## src/qes_pkg.sv

```systemverilog
// Shared types, constants and codes of the quadrature encoder speed block.
package qes_pkg;

  // Default position counter width
  localparam int COUNT_WIDTH_DEF = 32;

  // Configuration port
  localparam int CFG_ADDR_W = 3;
  localparam int CFG_DATA_W = 32;
  localparam int CFG_REG_W  = 16;
  localparam logic [CFG_REG_W-1:0] PPR_RESET  = 16'd11;
  localparam logic [CFG_REG_W-1:0] GEAR_RESET = 16'd30;

  // Register index codes (word address bit 2)
  localparam logic REG_PPR  = 1'b0;
  localparam logic REG_GEAR = 1'b1;

  // Result field widths
  localparam int OUT_W = 32;
  localparam int RPM_W = 40;

  // Divider widths: 32-bit divisor, quotient kept to 41 bits plus a sticky overflow
  localparam int DEN_W     = 32;
  localparam int QUO_W     = 41;
  localparam int RPM_NUM_W = 44;  // 32-bit speed magnitude times 3840

  // Saturation limits on the magnitude
  localparam logic [QUO_W-1:0] SPD_POS_LIM = 41'h000_7FFF_FFFF;
  localparam logic [QUO_W-1:0] SPD_NEG_LIM = 41'h000_8000_0000;
  localparam logic [QUO_W-1:0] RPM_POS_LIM = 41'h07F_FFFF_FFFF;
  localparam logic [QUO_W-1:0] RPM_NEG_LIM = 41'h080_0000_0000;

  typedef enum logic [1:0] {
    CMD_SAMPLE  = 2'd0,
    CMD_MEASURE = 2'd1,
    CMD_CLR_POS = 2'd2,
    CMD_CLR_SPD = 2'd3
  } qes_cmd_t;

  typedef struct packed {
    qes_cmd_t    cmd;
    logic        pin_a;
    logic        pin_b;
    logic [31:0] now_ms;
  } qes_in_t;

  typedef struct packed {
    logic signed [OUT_W-1:0] position;
    logic signed [OUT_W-1:0] window_delta;
    logic signed [OUT_W-1:0] speed_ticks_per_sec;
    logic signed [RPM_W-1:0] rpm_q8;
  } qes_out_t;

  typedef enum logic [3:0] {
    ST_IDLE,
    ST_SPD_MAG,
    ST_SPD_LOAD,
    ST_SPD_DIV,
    ST_SPD_SAT,
    ST_RPM_MAG,
    ST_RPM_LOAD,
    ST_RPM_DIV,
    ST_RPM_SAT,
    ST_PUSH
  } qes_state_t;

  // Controller to datapath commands
  typedef struct packed {
    logic accept;
    logic push;
    logic spd_mag;
    logic spd_load;
    logic spd_sat;
    logic rpm_mag;
    logic rpm_load;
    logic rpm_sat;
    logic div_step;
  } qes_dp_cmd_t;

  // Datapath to controller status
  typedef struct packed {
    logic slow;
    logic div_last;
  } qes_dp_sts_t;

endpackage

```

## src/qes_div.sv

```systemverilog
// Restoring divider, one quotient bit per cycle while step is high, with a saturating quotient.
module qes_div import qes_pkg::*; #(
  parameter int NUM_W = RPM_NUM_W
) (
  input  logic                clk,
  input  logic                rst_n,
  input  logic                load,
  input  logic                step,
  input  logic [NUM_W-1:0]    num,
  input  logic [DEN_W-1:0]    den,
  output logic [QUO_W-1:0]    q_mag,
  output logic                last
);

  localparam int CNT_W = $clog2(NUM_W + 1);

  logic [NUM_W-1:0] num_r, num_nxt;
  logic [DEN_W-1:0] den_r, den_nxt;
  logic [DEN_W-1:0] rem_r, rem_nxt;
  logic [QUO_W-1:0] quo_r, quo_nxt;
  logic             ovf_r, ovf_nxt;
  logic [CNT_W-1:0] cnt_r, cnt_nxt;
  logic [DEN_W:0]   rem_sh;
  logic [DEN_W:0]   rem_sub;
  logic             ge;

  // Shift in the next numerator bit and try the subtraction
  always_comb begin
    rem_sh  = {rem_r, num_r[NUM_W-1]};
    rem_sub = rem_sh - {1'b0, den_r};
    ge      = rem_sh >= {1'b0, den_r};
    num_nxt = num_r;
    den_nxt = den_r;
    rem_nxt = rem_r;
    quo_nxt = quo_r;
    ovf_nxt = ovf_r;
    cnt_nxt = cnt_r;
    if (load) begin
      num_nxt = num;
      den_nxt = den;
      rem_nxt = '0;
      quo_nxt = '0;
      ovf_nxt = 1'b0;
      cnt_nxt = CNT_W'(NUM_W);
    end else if (step) begin
      num_nxt = num_r << 1;
      rem_nxt = ge ? rem_sub[DEN_W-1:0] : rem_sh[DEN_W-1:0];
      quo_nxt = {quo_r[QUO_W-2:0], ge};
      ovf_nxt = ovf_r | quo_r[QUO_W-1];
      cnt_nxt = cnt_r - CNT_W'(1);
    end
  end

  always_ff @(posedge clk) begin
    if (!rst_n) begin
      cnt_r <= '0;
    end else begin
      cnt_r <= cnt_nxt;
    end
  end

  always_ff @(posedge clk) begin
    num_r <= num_nxt;
    den_r <= den_nxt;
    rem_r <= rem_nxt;
    quo_r <= quo_nxt;
    ovf_r <= ovf_nxt;
  end

  // Clamp to all ones once a bit fell off the top
  assign q_mag = ovf_r ? '1 : quo_r;
  assign last  = (cnt_r == CNT_W'(1));

endmodule

```

## src/qes_dp.sv

```systemverilog
// Datapath: decoder counters, speed window, configuration registers and RPM.
module qes_dp import qes_pkg::*; #(
  parameter int CW = COUNT_WIDTH_DEF
) (
  input  logic                 clk,
  input  logic                 rst_n,
  input  qes_in_t              in_data,
  input  qes_dp_cmd_t          cmd,
  input  logic                 cfg_wr,
  input  logic                 cfg_sel,
  input  logic [CFG_REG_W-1:0] cfg_wdata,
  output logic [CFG_REG_W-1:0] cfg_rdata,
  output qes_dp_sts_t          sts,
  output qes_out_t             out_data
);

  localparam int NUM_W = (CW + 10 > RPM_NUM_W) ? CW + 10 : RPM_NUM_W;
  localparam int MAG_W = (CW > 32) ? CW : 32;

  logic [CW-1:0]        pos_r, pos_nxt;
  logic [CW-1:0]        ref_r, ref_nxt;
  logic [CW-1:0]        delta_r, delta_nxt;
  logic [OUT_W-1:0]     speed_r, speed_nxt;
  logic [RPM_W-1:0]     rpm_r, rpm_nxt;
  logic [31:0]          last_ms_r, last_ms_nxt;
  logic [31:0]          dt_r, dt_nxt;
  logic                 prev_a_r, prev_a_nxt;
  logic                 prev_b_r, prev_b_nxt;
  logic [CFG_REG_W-1:0] ppr_r, ppr_nxt;
  logic [CFG_REG_W-1:0] gear_r, gear_nxt;
  logic [MAG_W-1:0]     mag_r, mag_nxt;
  logic                 neg_r, neg_nxt;

  logic [CW-1:0]    pos_s;
  logic [CW-1:0]    delta_abs;
  logic [OUT_W-1:0] speed_abs;
  logic [31:0]      dt;
  logic             chg_a, chg_b;
  logic [NUM_W-1:0] spd_num, rpm_num, div_num;
  logic [DEN_W-1:0] div_den;
  logic             div_load;
  logic [QUO_W-1:0] q_mag;
  logic [QUO_W-1:0] lim;
  logic [QUO_W-1:0] sat_m;
  logic [QUO_W-1:0] signed_m;
  logic             den_zero;

  // Count one x4 step from the pin sample
  always_comb begin
    chg_a = in_data.pin_a ^ prev_a_r;
    chg_b = in_data.pin_b ^ prev_b_r;
    pos_s = pos_r;
    if (chg_a && !chg_b) begin
      pos_s = (in_data.pin_a == in_data.pin_b) ? pos_r + CW'(1) : pos_r - CW'(1);
    end else if (chg_b && !chg_a) begin
      pos_s = (in_data.pin_a != in_data.pin_b) ? pos_r + CW'(1) : pos_r - CW'(1);
    end
  end

  assign dt       = in_data.now_ms - last_ms_r;
  assign sts.slow = (in_data.cmd == CMD_MEASURE) && (dt != 32'd0);

  // Magnitudes and scaled numerators: x1000 = 1024 - 16 - 8, x3840 = 4096 - 256
  assign delta_abs = delta_r[CW-1] ? (CW'(0) - delta_r) : delta_r;
  assign speed_abs = speed_r[OUT_W-1] ? (OUT_W'(0) - speed_r) : speed_r;
  assign spd_num   = NUM_W'({mag_r, 10'b0}) - NUM_W'({mag_r, 4'b0}) - NUM_W'({mag_r, 3'b0});
  assign rpm_num   = NUM_W'({mag_r, 12'b0}) - NUM_W'({mag_r, 8'b0});
  assign div_load  = cmd.spd_load | cmd.rpm_load;
  assign div_num   = cmd.rpm_load ? rpm_num : spd_num;
  assign div_den   = cmd.rpm_load ? (DEN_W'(ppr_r) * DEN_W'(gear_r)) : dt_r;
  assign den_zero  = (ppr_r == '0) || (gear_r == '0);

  qes_div #(
    .NUM_W (NUM_W)
  ) u_div (
    .clk   (clk),
    .rst_n (rst_n),
    .load  (div_load),
    .step  (cmd.div_step),
    .num   (div_num),
    .den   (div_den),
    .q_mag (q_mag),
    .last  (sts.div_last)
  );

  // Saturate the quotient magnitude and put the sign back
  always_comb begin
    if (cmd.rpm_sat) begin
      lim = neg_r ? RPM_NEG_LIM : RPM_POS_LIM;
    end else begin
      lim = neg_r ? SPD_NEG_LIM : SPD_POS_LIM;
    end
    sat_m    = (q_mag > lim) ? lim : q_mag;
    signed_m = neg_r ? (QUO_W'(0) - sat_m) : sat_m;
  end

  // Next state of the block
  always_comb begin
    pos_nxt     = pos_r;
    ref_nxt     = ref_r;
    delta_nxt   = delta_r;
    speed_nxt   = speed_r;
    rpm_nxt     = rpm_r;
    last_ms_nxt = last_ms_r;
    dt_nxt      = dt_r;
    prev_a_nxt  = prev_a_r;
    prev_b_nxt  = prev_b_r;
    ppr_nxt     = ppr_r;
    gear_nxt    = gear_r;
    mag_nxt     = mag_r;
    neg_nxt     = neg_r;

    if (cmd.accept) begin
      pos_nxt    = pos_s;
      prev_a_nxt = in_data.pin_a;
      prev_b_nxt = in_data.pin_b;
      unique case (in_data.cmd)
        CMD_SAMPLE: begin
        end
        CMD_MEASURE: begin
          if (dt != 32'd0) begin
            delta_nxt   = pos_s - ref_r;
            ref_nxt     = pos_s;
            last_ms_nxt = in_data.now_ms;
            dt_nxt      = dt;
          end
        end
        CMD_CLR_POS: begin
          pos_nxt   = '0;
          ref_nxt   = '0;
          delta_nxt = '0;
        end
        CMD_CLR_SPD: begin
          speed_nxt = '0;
          delta_nxt = '0;
          rpm_nxt   = '0;
        end
      endcase
    end

    if (cmd.spd_mag) begin
      neg_nxt = delta_r[CW-1];
      mag_nxt = MAG_W'(delta_abs);
    end
    if (cmd.rpm_mag) begin
      neg_nxt = speed_r[OUT_W-1];
      mag_nxt = MAG_W'(speed_abs);
    end
    if (cmd.spd_sat) begin
      speed_nxt = signed_m[OUT_W-1:0];
    end
    if (cmd.rpm_sat) begin
      rpm_nxt = den_zero ? '0 : signed_m[RPM_W-1:0];
    end

    if (cfg_wr) begin
      unique case (cfg_sel)
        REG_PPR:  ppr_nxt  = cfg_wdata;
        REG_GEAR: gear_nxt = cfg_wdata;
      endcase
    end
  end

  always_ff @(posedge clk) begin
    if (!rst_n) begin
      pos_r     <= '0;
      ref_r     <= '0;
      delta_r   <= '0;
      speed_r   <= '0;
      rpm_r     <= '0;
      last_ms_r <= '0;
      prev_a_r  <= 1'b1;
      prev_b_r  <= 1'b1;
      ppr_r     <= PPR_RESET;
      gear_r    <= GEAR_RESET;
    end else begin
      pos_r     <= pos_nxt;
      ref_r     <= ref_nxt;
      delta_r   <= delta_nxt;
      speed_r   <= speed_nxt;
      rpm_r     <= rpm_nxt;
      last_ms_r <= last_ms_nxt;
      prev_a_r  <= prev_a_nxt;
      prev_b_r  <= prev_b_nxt;
      ppr_r     <= ppr_nxt;
      gear_r    <= gear_nxt;
    end
  end

  always_ff @(posedge clk) begin
    dt_r  <= dt_nxt;
    mag_r <= mag_nxt;
    neg_r <= neg_nxt;
  end

  // Result reflects the state after the item; unchanged state while pushing late
  assign out_data.position            = OUT_W'(pos_nxt);
  assign out_data.window_delta        = OUT_W'(delta_nxt);
  assign out_data.speed_ticks_per_sec = speed_nxt;
  assign out_data.rpm_q8              = rpm_nxt;

  assign cfg_rdata = (cfg_sel == REG_GEAR) ? gear_r : ppr_r;

endmodule

```

## src/qes_ctrl.sv

```systemverilog
// Controller: sequences intake, the speed and RPM divisions and the result push.
module qes_ctrl import qes_pkg::*; (
  input  logic        clk,
  input  logic        rst_n,
  input  logic        in_valid,
  input  logic        fifo_full,
  input  logic        cfg_wr,
  input  qes_dp_sts_t sts,
  output logic        in_ready,
  output qes_dp_cmd_t cmd
);

  qes_state_t state_r, state_nxt;
  logic       dirty_r, dirty_nxt;
  logic       pend_r, pend_nxt;

  always_ff @(posedge clk) begin
    if (!rst_n) begin
      state_r <= ST_IDLE;
      dirty_r <= 1'b0;
      pend_r  <= 1'b0;
    end else begin
      state_r <= state_nxt;
      dirty_r <= dirty_nxt;
      pend_r  <= pend_nxt;
    end
  end

  // Next state and commands
  always_comb begin
    state_nxt = state_r;
    dirty_nxt = dirty_r | cfg_wr;
    pend_nxt  = pend_r;
    cmd       = '0;
    in_ready  = 1'b0;
    unique case (state_r)
      ST_IDLE: begin
        if (dirty_r) begin
          // recompute RPM after a register write
          dirty_nxt = cfg_wr;
          pend_nxt  = 1'b0;
          state_nxt = ST_RPM_MAG;
        end else begin
          in_ready = !fifo_full;
          if (in_valid && !fifo_full) begin
            cmd.accept = 1'b1;
            if (sts.slow) begin
              pend_nxt  = 1'b1;
              state_nxt = ST_SPD_MAG;
            end else begin
              cmd.push = 1'b1;
            end
          end
        end
      end
      ST_SPD_MAG: begin
        cmd.spd_mag = 1'b1;
        state_nxt   = ST_SPD_LOAD;
      end
      ST_SPD_LOAD: begin
        cmd.spd_load = 1'b1;
        state_nxt    = ST_SPD_DIV;
      end
      ST_SPD_DIV: begin
        cmd.div_step = 1'b1;
        if (sts.div_last) begin
          state_nxt = ST_SPD_SAT;
        end
      end
      ST_SPD_SAT: begin
        cmd.spd_sat = 1'b1;
        state_nxt   = ST_RPM_MAG;
      end
      ST_RPM_MAG: begin
        cmd.rpm_mag = 1'b1;
        state_nxt   = ST_RPM_LOAD;
      end
      ST_RPM_LOAD: begin
        cmd.rpm_load = 1'b1;
        state_nxt    = ST_RPM_DIV;
      end
      ST_RPM_DIV: begin
        cmd.div_step = 1'b1;
        if (sts.div_last) begin
          state_nxt = ST_RPM_SAT;
        end
      end
      ST_RPM_SAT: begin
        cmd.rpm_sat = 1'b1;
        state_nxt   = pend_r ? ST_PUSH : ST_IDLE;
      end
      ST_PUSH: begin
        cmd.push  = 1'b1;
        pend_nxt  = 1'b0;
        state_nxt = ST_IDLE;
      end
      default: begin
        state_nxt = ST_IDLE;
      end
    endcase
  end

endmodule

```

## src/qes_rsp_fifo.sv

```systemverilog
// Two-entry result queue between the datapath and the output channel.
module qes_rsp_fifo import qes_pkg::*; (
  input  logic     clk,
  input  logic     rst_n,
  input  logic     push,
  input  qes_out_t push_data,
  output logic     full,
  output logic     out_valid,
  input  logic     out_ready,
  output qes_out_t out_data
);

  qes_out_t   entry_r [2];
  logic       wr_ptr_r, wr_ptr_nxt;
  logic       rd_ptr_r, rd_ptr_nxt;
  logic [1:0] cnt_r, cnt_nxt;
  logic       pop;

  assign pop       = out_valid && out_ready;
  assign full      = (cnt_r == 2'd2);
  assign out_valid = (cnt_r != 2'd0);
  assign out_data  = entry_r[rd_ptr_r];

  // Advance pointers and occupancy
  always_comb begin
    wr_ptr_nxt = push ? ~wr_ptr_r : wr_ptr_r;
    rd_ptr_nxt = pop ? ~rd_ptr_r : rd_ptr_r;
    unique case ({push, pop})
      2'b10:   cnt_nxt = cnt_r + 2'd1;
      2'b01:   cnt_nxt = cnt_r - 2'd1;
      default: cnt_nxt = cnt_r;
    endcase
  end

  always_ff @(posedge clk) begin
    if (!rst_n) begin
      wr_ptr_r <= 1'b0;
      rd_ptr_r <= 1'b0;
      cnt_r    <= 2'd0;
    end else begin
      wr_ptr_r <= wr_ptr_nxt;
      rd_ptr_r <= rd_ptr_nxt;
      cnt_r    <= cnt_nxt;
    end
  end

  always_ff @(posedge clk) begin
    if (push) begin
      entry_r[wr_ptr_r] <= push_data;
    end
  end

endmodule

```

## src/quadrature_encoder_speed.sv

```systemverilog
// Top level of the x4 quadrature decoder with windowed speed and RPM output.
// Each transaction on the input channel samples pins A and B, updates the
// position count and applies its command; exactly one result transaction
// follows, carrying position, window delta, speed in ticks per second and
// output shaft RPM in Q.8. Sample, clear and zero-elapsed measure items
// stream at one per clock while the result queue has room. A measure with
// elapsed time holds off input until it is done: one restoring divider
// producing one quotient bit per cycle runs first for speed and then for RPM.
// A write to pulses_per_rev or gear_ratio makes the block recompute RPM from
// the current speed, stalling input meanwhile. A two-entry result queue lets
// a new item in while an earlier result waits. Registers: pulses_per_rev at
// 0x0, gear_ratio at 0x4, both 16 bits; pready is always high.
module quadrature_encoder_speed import qes_pkg::*; #(
  parameter int COUNT_WIDTH = COUNT_WIDTH_DEF
) (
  input  logic                  clk,
  input  logic                  rst_n,
  input  logic                  in_valid,
  output logic                  in_ready,
  input  qes_in_t               in_data,
  output logic                  out_valid,
  input  logic                  out_ready,
  output qes_out_t              out_data,
  input  logic                  psel,
  input  logic                  penable,
  input  logic                  pwrite,
  input  logic [CFG_ADDR_W-1:0] paddr,
  input  logic [CFG_DATA_W-1:0] pwdata,
  output logic [CFG_DATA_W-1:0] prdata,
  output logic                  pready
);

  qes_dp_cmd_t          dp_cmd;
  qes_dp_sts_t          dp_sts;
  qes_out_t             dp_out;
  logic                 fifo_full;
  logic                 cfg_wr;
  logic [CFG_REG_W-1:0] cfg_rdata;

  // Register write strobe on the access phase
  assign pready = 1'b1;
  assign cfg_wr = psel && penable && pwrite && pready;
  assign prdata = CFG_DATA_W'(cfg_rdata);

  qes_ctrl u_ctrl (
    .clk       (clk),
    .rst_n     (rst_n),
    .in_valid  (in_valid),
    .fifo_full (fifo_full),
    .cfg_wr    (cfg_wr),
    .sts       (dp_sts),
    .in_ready  (in_ready),
    .cmd       (dp_cmd)
  );

  qes_dp #(
    .CW (COUNT_WIDTH)
  ) u_dp (
    .clk       (clk),
    .rst_n     (rst_n),
    .in_data   (in_data),
    .cmd       (dp_cmd),
    .cfg_wr    (cfg_wr),
    .cfg_sel   (paddr[2]),
    .cfg_wdata (pwdata[CFG_REG_W-1:0]),
    .cfg_rdata (cfg_rdata),
    .sts       (dp_sts),
    .out_data  (dp_out)
  );

  qes_rsp_fifo u_rsp_fifo (
    .clk       (clk),
    .rst_n     (rst_n),
    .push      (dp_cmd.push),
    .push_data (dp_out),
    .full      (fifo_full),
    .out_valid (out_valid),
    .out_ready (out_ready),
    .out_data  (out_data)
  );

  // A fast item (not a measure with elapsed time) shows its result on the next cycle
  a_fast_result: assert property (@(posedge clk) disable iff (!rst_n)
    (in_valid && in_ready && !dp_sts.slow) |=> out_valid)
    else $error("fast item produced no result");

  // A measuring item holds off the input while the divider runs
  a_slow_stall: assert property (@(posedge clk) disable iff (!rst_n)
    (in_valid && in_ready && dp_sts.slow) |=> !in_ready)
    else $error("input accepted during speed computation");

  // The controller never pushes into a full result queue
  a_no_overflow: assert property (@(posedge clk) disable iff (!rst_n)
    dp_cmd.push |-> !fifo_full)
    else $error("result queue overflow");

endmodule
```

## config.mk

```make
export PLATFORM = sky130hd
export DESIGN_NAME = quadrature_encoder_speed
export DESIGN_NICKNAME = d
export VERILOG_FILES = /design/src/qes_pkg.sv /design/src/qes_div.sv /design/src/qes_dp.sv /design/src/qes_ctrl.sv /design/src/qes_rsp_fifo.sv /design/src/quadrature_encoder_speed.sv
export SDC_FILE = /design/constraint.sdc
export NUM_CORES = 2
export LEC_CHECK = 0
export BUFFER_PORTS_ARGS = -buffer_cell sky130_fd_sc_hd__buf_2
export CELL_PAD_IN_SITES_DETAIL_PLACEMENT = 0
export CELL_PAD_IN_SITES_GLOBAL_PLACEMENT = 2
export CORE_ASPECT_RATIO = 1.25
export CORE_MARGIN = 5
export CORE_UTILIZATION = 41
export CTS_BUF_LIST = sky130_fd_sc_hd__clkbuf_4 sky130_fd_sc_hd__clkbuf_8
export CTS_CLUSTER_DIAMETER = 40
export CTS_CLUSTER_SIZE = 28
export DETAILED_ROUTE_END_ITERATION = 6
export GPL_ROUTABILITY_DRIVEN = 0
export PLACE_DENSITY_LB_ADDON = 0.1
export SLEW_MARGIN = 20
export SYNTH_ARGS = -nofsm -noshare
export SYNTH_HDL_FRONTEND = slang
export SYNTH_SLANG_ARGS = --single-unit
export TNS_END_PERCENT = 50
```

## constraint.sdc

```tcl
create_clock -name clk -period 14.1 [get_ports clk]
set_input_delay 0 -clock clk [delete_from_list [all_inputs] [get_ports clk]]
set_output_delay 0 -clock clk [all_outputs]
set_load 0.01 [all_outputs]
```

==> flow_summary.toml <==
[pwr]
ir_drop_mv = 0.139
total_power_mw = 11.8
cellPowerDensity_nw_per_um2 = 201
leakagePower_nw = 24.4

[cells_and_area]
drive_above_1_share = 0.124
fin_cells = 7511
syn_to_final_growth_pct = 13.2
final_nets = 6406

[clock_tree]
tritoncts = "done"
cts.sinks = 735
htreeDepth = 3
post-cts-setup-buffer-count = 0
clockBufferDepth = 3
clkLatencyLatePin_ns = 0.87
clk_pin_slew_worst_paths_ns = 0.09
ctsResizeCount = 0
cts-root-buf = "clkbuf_8"
numCtsBuffers = 107

[placement]
dp_hpwl_um = 118000
port_buffers = 213
dp.cells = 7140
post-place-ws_ns = 6.34

[synthesis]
synthTopCellsByArea = "edfxtp_1, dfxtp_1, ha_1"
synthCells = 5536
synth.avg_cell_area_sq_um = 9.36
yosys.area.top_type = "edfxtp_1"
synthFlopType = "edfxtp_1"
yosysSeqAreaShare = 0.363
synth_edf_count = 410
yosysWarnings = 0
synth_top_area_frac = 0.238
ys_types = 98
ys_ff_latch = 735
async_reset_ff_frac = 0
synth_area_sq_um = 51800

[critical_path]
r2r_setup_slack_ns = 6.28
r2r_start = "u_dp.neg_r$_DFFE_PP_"
critPathKind = "flop to flop"
crit_required_ns = 14.87
cp_max_fo = 19
start_kind = "flop"
arrival_ns = 8.59
r2r_cells = 22
crit_path_end_kind = "flop"
timing.rr.end = "u_dp.rpm_r[32]$_SDFF_PN0_"

[timing]
rsz0062_at_grt = "false"
tightest_slew_ns = 1.05
relSlewSlack = 0.297
post-route-period-util = 0.555
setup_violations = 0
finalClockSkew_ns = 0.0904
min_period_ns = 7.82
slew_violations = 0
max_freq_mhz = 128
fin_ws_ns = 6.28
fin_hold_ws_ns = 0.163
hold_viol = 0
fin_tns_setup_ns = 0

[global_routing]
grt_pass1_wl_um = 246000
gr-total-overflow = 0
first_global_vias = 40900
grt_antenna_before_repair = 8
grt_usage = 0.234
grt_max_degree = 93

[routing]
firstDrtPassIters = 5
drc_errors = 0
routed_wl_um = 161000
drt-vias-per-instance = 5.55
routed-via-count = 41700
drtIter0Drc = 2782
wl_per_cell_um = 21.4
ant_nets = 0

[worst_hold_path]
min_path_cells = 5
min_from = "out_ready"
hp-class = "primary input to flop"

[floorplanning]
dieArea_sq_um = 134000
die_y_um = 407
floorplan.rows = 145
start_util = 0.414
design.core.area_sq_um = 125000
ioPinCount = 249
die_w_um = 328

[run]
cap_violations = 0

[status]
status = "finished clean"
-- layout by cell type, fill, tap and decap left out, drive strengths merged, types with 34 or more instances in the layout --
| master | netlist | final |
|---|---|---|
| a211oi | 34 | 34 |
| a21o | 106 | 106 |
| a21oi | 375 | 375 |
| a22o | 158 | 158 |
| and2 | 243 | 243 |
| buf | 61 | 283 |
| clkbuf | 249 | 115 |
| clkinv | 0 | 34 |
| dfxtp | 325 | 325 |
| dlygate4sd3 | 0 | 165 |
| edfxtp | 410 | 410 |
| fa | 197 | 197 |
| ha | 334 | 334 |
| inv | 449 | 486 |
| mux2 | 155 | 155 |
| mux2i | 45 | 45 |
| nand2 | 559 | 559 |
| nand3 | 158 | 158 |
| nand4 | 35 | 35 |
| nor2 | 249 | 249 |
| nor2b | 35 | 35 |
| nor3 | 91 | 91 |
| nor4 | 41 | 41 |
| o211ai | 60 | 60 |
| o21a | 38 | 38 |
| o21ai | 341 | 341 |
| o21bai | 37 | 37 |
| o31ai | 47 | 47 |
| or2 | 37 | 37 |
| or3 | 42 | 42 |
| xnor2 | 184 | 184 |
| xor2 | 114 | 114 |
-- registers in the layout, indices dropped and copies added (netlist names), 2 cells and up, named ones only --
register and flops:
u_dp.u_div.rem_r 32, u_dp.ppr_r 16, u_dp.mag_r 32, u_dp.dt_r 32
u_rsp_fifo.cnt_r 2, u_dp.delta_r 32, u_dp.u_div.cnt_r 6, u_dp.u_div.num_r 41
u_dp.pos_r 32, u_dp.last_ms_r 32, u_dp.u_div.den_r 32, u_ctrl.state_r 4
u_dp.speed_r 32, u_dp.ref_r 32, u_dp.rpm_r 40, u_dp.u_div.quo_r 41
u_dp.gear_r 16, u_rsp_fifo.entry_r 272
-- power breakdown --
| group | switching, mW | internal [mW] |
|---|---|---|
| Combinational | 4.07 | 2.58 |
| Sequential | 0.292 | 2.75 |
| Clock | 1.09 | 0.992 |
-- cells by family (layout without fill, tap and decap cells) --
logic type	after synthesis	count (layout)	share of synthesized area
compound gates	1389	1389	0.175
xor+xnor	298	298	0.0504
fa+ha+maj	531	531	0.157
buf+inv	760	1101	0.0575
flops	735	735	0.363
mux	200	200	0.0424
other cells	2	19	0.000145
simple gates	1621	1621	0.154
-- how the worst max path moves through the flow --
stage / startpoint / endpoint / slack, ns / cells past startpoint
final: u_dp.neg_r$_DFFE_PP_ / u_dp.rpm_r[32]$_SDFF_PN0_ / 6.28 / 22
after CTS: u_dp.neg_r$_DFFE_PP_ / u_dp.rpm_r[32]$_SDFF_PN0_ / 6.32 / 22
after floorplan: u_dp.last_ms_r[5]$_SDFFE_PN0P_ / u_rsp_fifo.entry_r[0][0]$_DFFE_PP_ / 4.32 / 17
after global placement: u_dp.neg_r$_DFFE_PP_ / u_dp.speed_r[30]$_SDFF_PN0_ / 6.39 / 21
after global routing: u_dp.neg_r$_DFFE_PP_ / u_dp.rpm_r[32]$_SDFF_PN0_ / 5.78 / 22
after detailed placement: u_dp.neg_r$_DFFE_PP_ / u_dp.speed_r[30]$_SDFF_PN0_ / 6.34 / 21
-- area by class of cell --
type	count	area (sq um)
timing repair buffer	448	3250
fill	12200	66500
sequential	735	18800
clock buffer	115	1550
clock inverter	89	1120
tap	1617	2020
inverter	449	1690
antenna	2	5.00
multi-input combinational	4056	30200
-- through the flow --
stage               cell area (sq um)   util
finish                          58700  0.469
floorplan                       51900      -
detailed placement              54300  0.434
global route                    58700  0.469
CTS                             58600  0.468
global placement                54300  0.434
-- critical path, cell delays in order, from the launching register on --
cell	delay (ns)
edfxtp_1	0.42
inv_1	0.47
ha_1	0.37
inv_1	0.20
ha_1	0.37
a21o_1	0.19
a2111oi_0	0.46
o21ai_0	0.25
a2111oi_0	0.87
a31oi_4	0.23
o21ai_0	0.41
ha_1	0.82
nor4b_1	0.45
and4_1	0.38
nand3_1	0.23
nor2_1	0.19
nand4b_1	0.26
nor3_1	0.29
mux2i_1	0.11
o21ai_0	0.25
xnor2_1	0.12
o21ai_0	0.26
and2_1	0.16
-- repair_timing --
item | CTS | global route
endpoints found under the setup margin | 0 | 0
endpoints found under the hold margin | 166 | 0
hold buffers | 165 | 0
-- cell usage after synthesis (29+ instances only) --
library cell and n:
nand2_1 559, inv_1 448, edfxtp_1 410, a21oi_1 374, o21ai_0 336, ha_1 334
dfxtp_1 325, clkbuf_1 249, nor2_1 247, and2_1 242, fa_1 197, xnor2_1 184
a22o_1 158, nand3_1 158, mux2_2 155, xor2_1 114, a21o_1 106, nor3_1 91
o211ai_1 60, o31ai_1 46, mux2i_1 45, or3_1 41, nor4_1 39, o21a_1 38
o21bai_1 37, or2_2 37, nand4_1 35, nor2b_1 35, a211oi_1 33, a31oi_1 33
and3_1 32, nand2b_1 29
-- layer usage --
metal	GRT usage	routed length [um]
met1	0.317	72400
met2	0.389	76400
met3	0.0280	6560
met4	0.0815	5720
met5	0	13
Note: power is estimated with default switching activity, not from simulation.
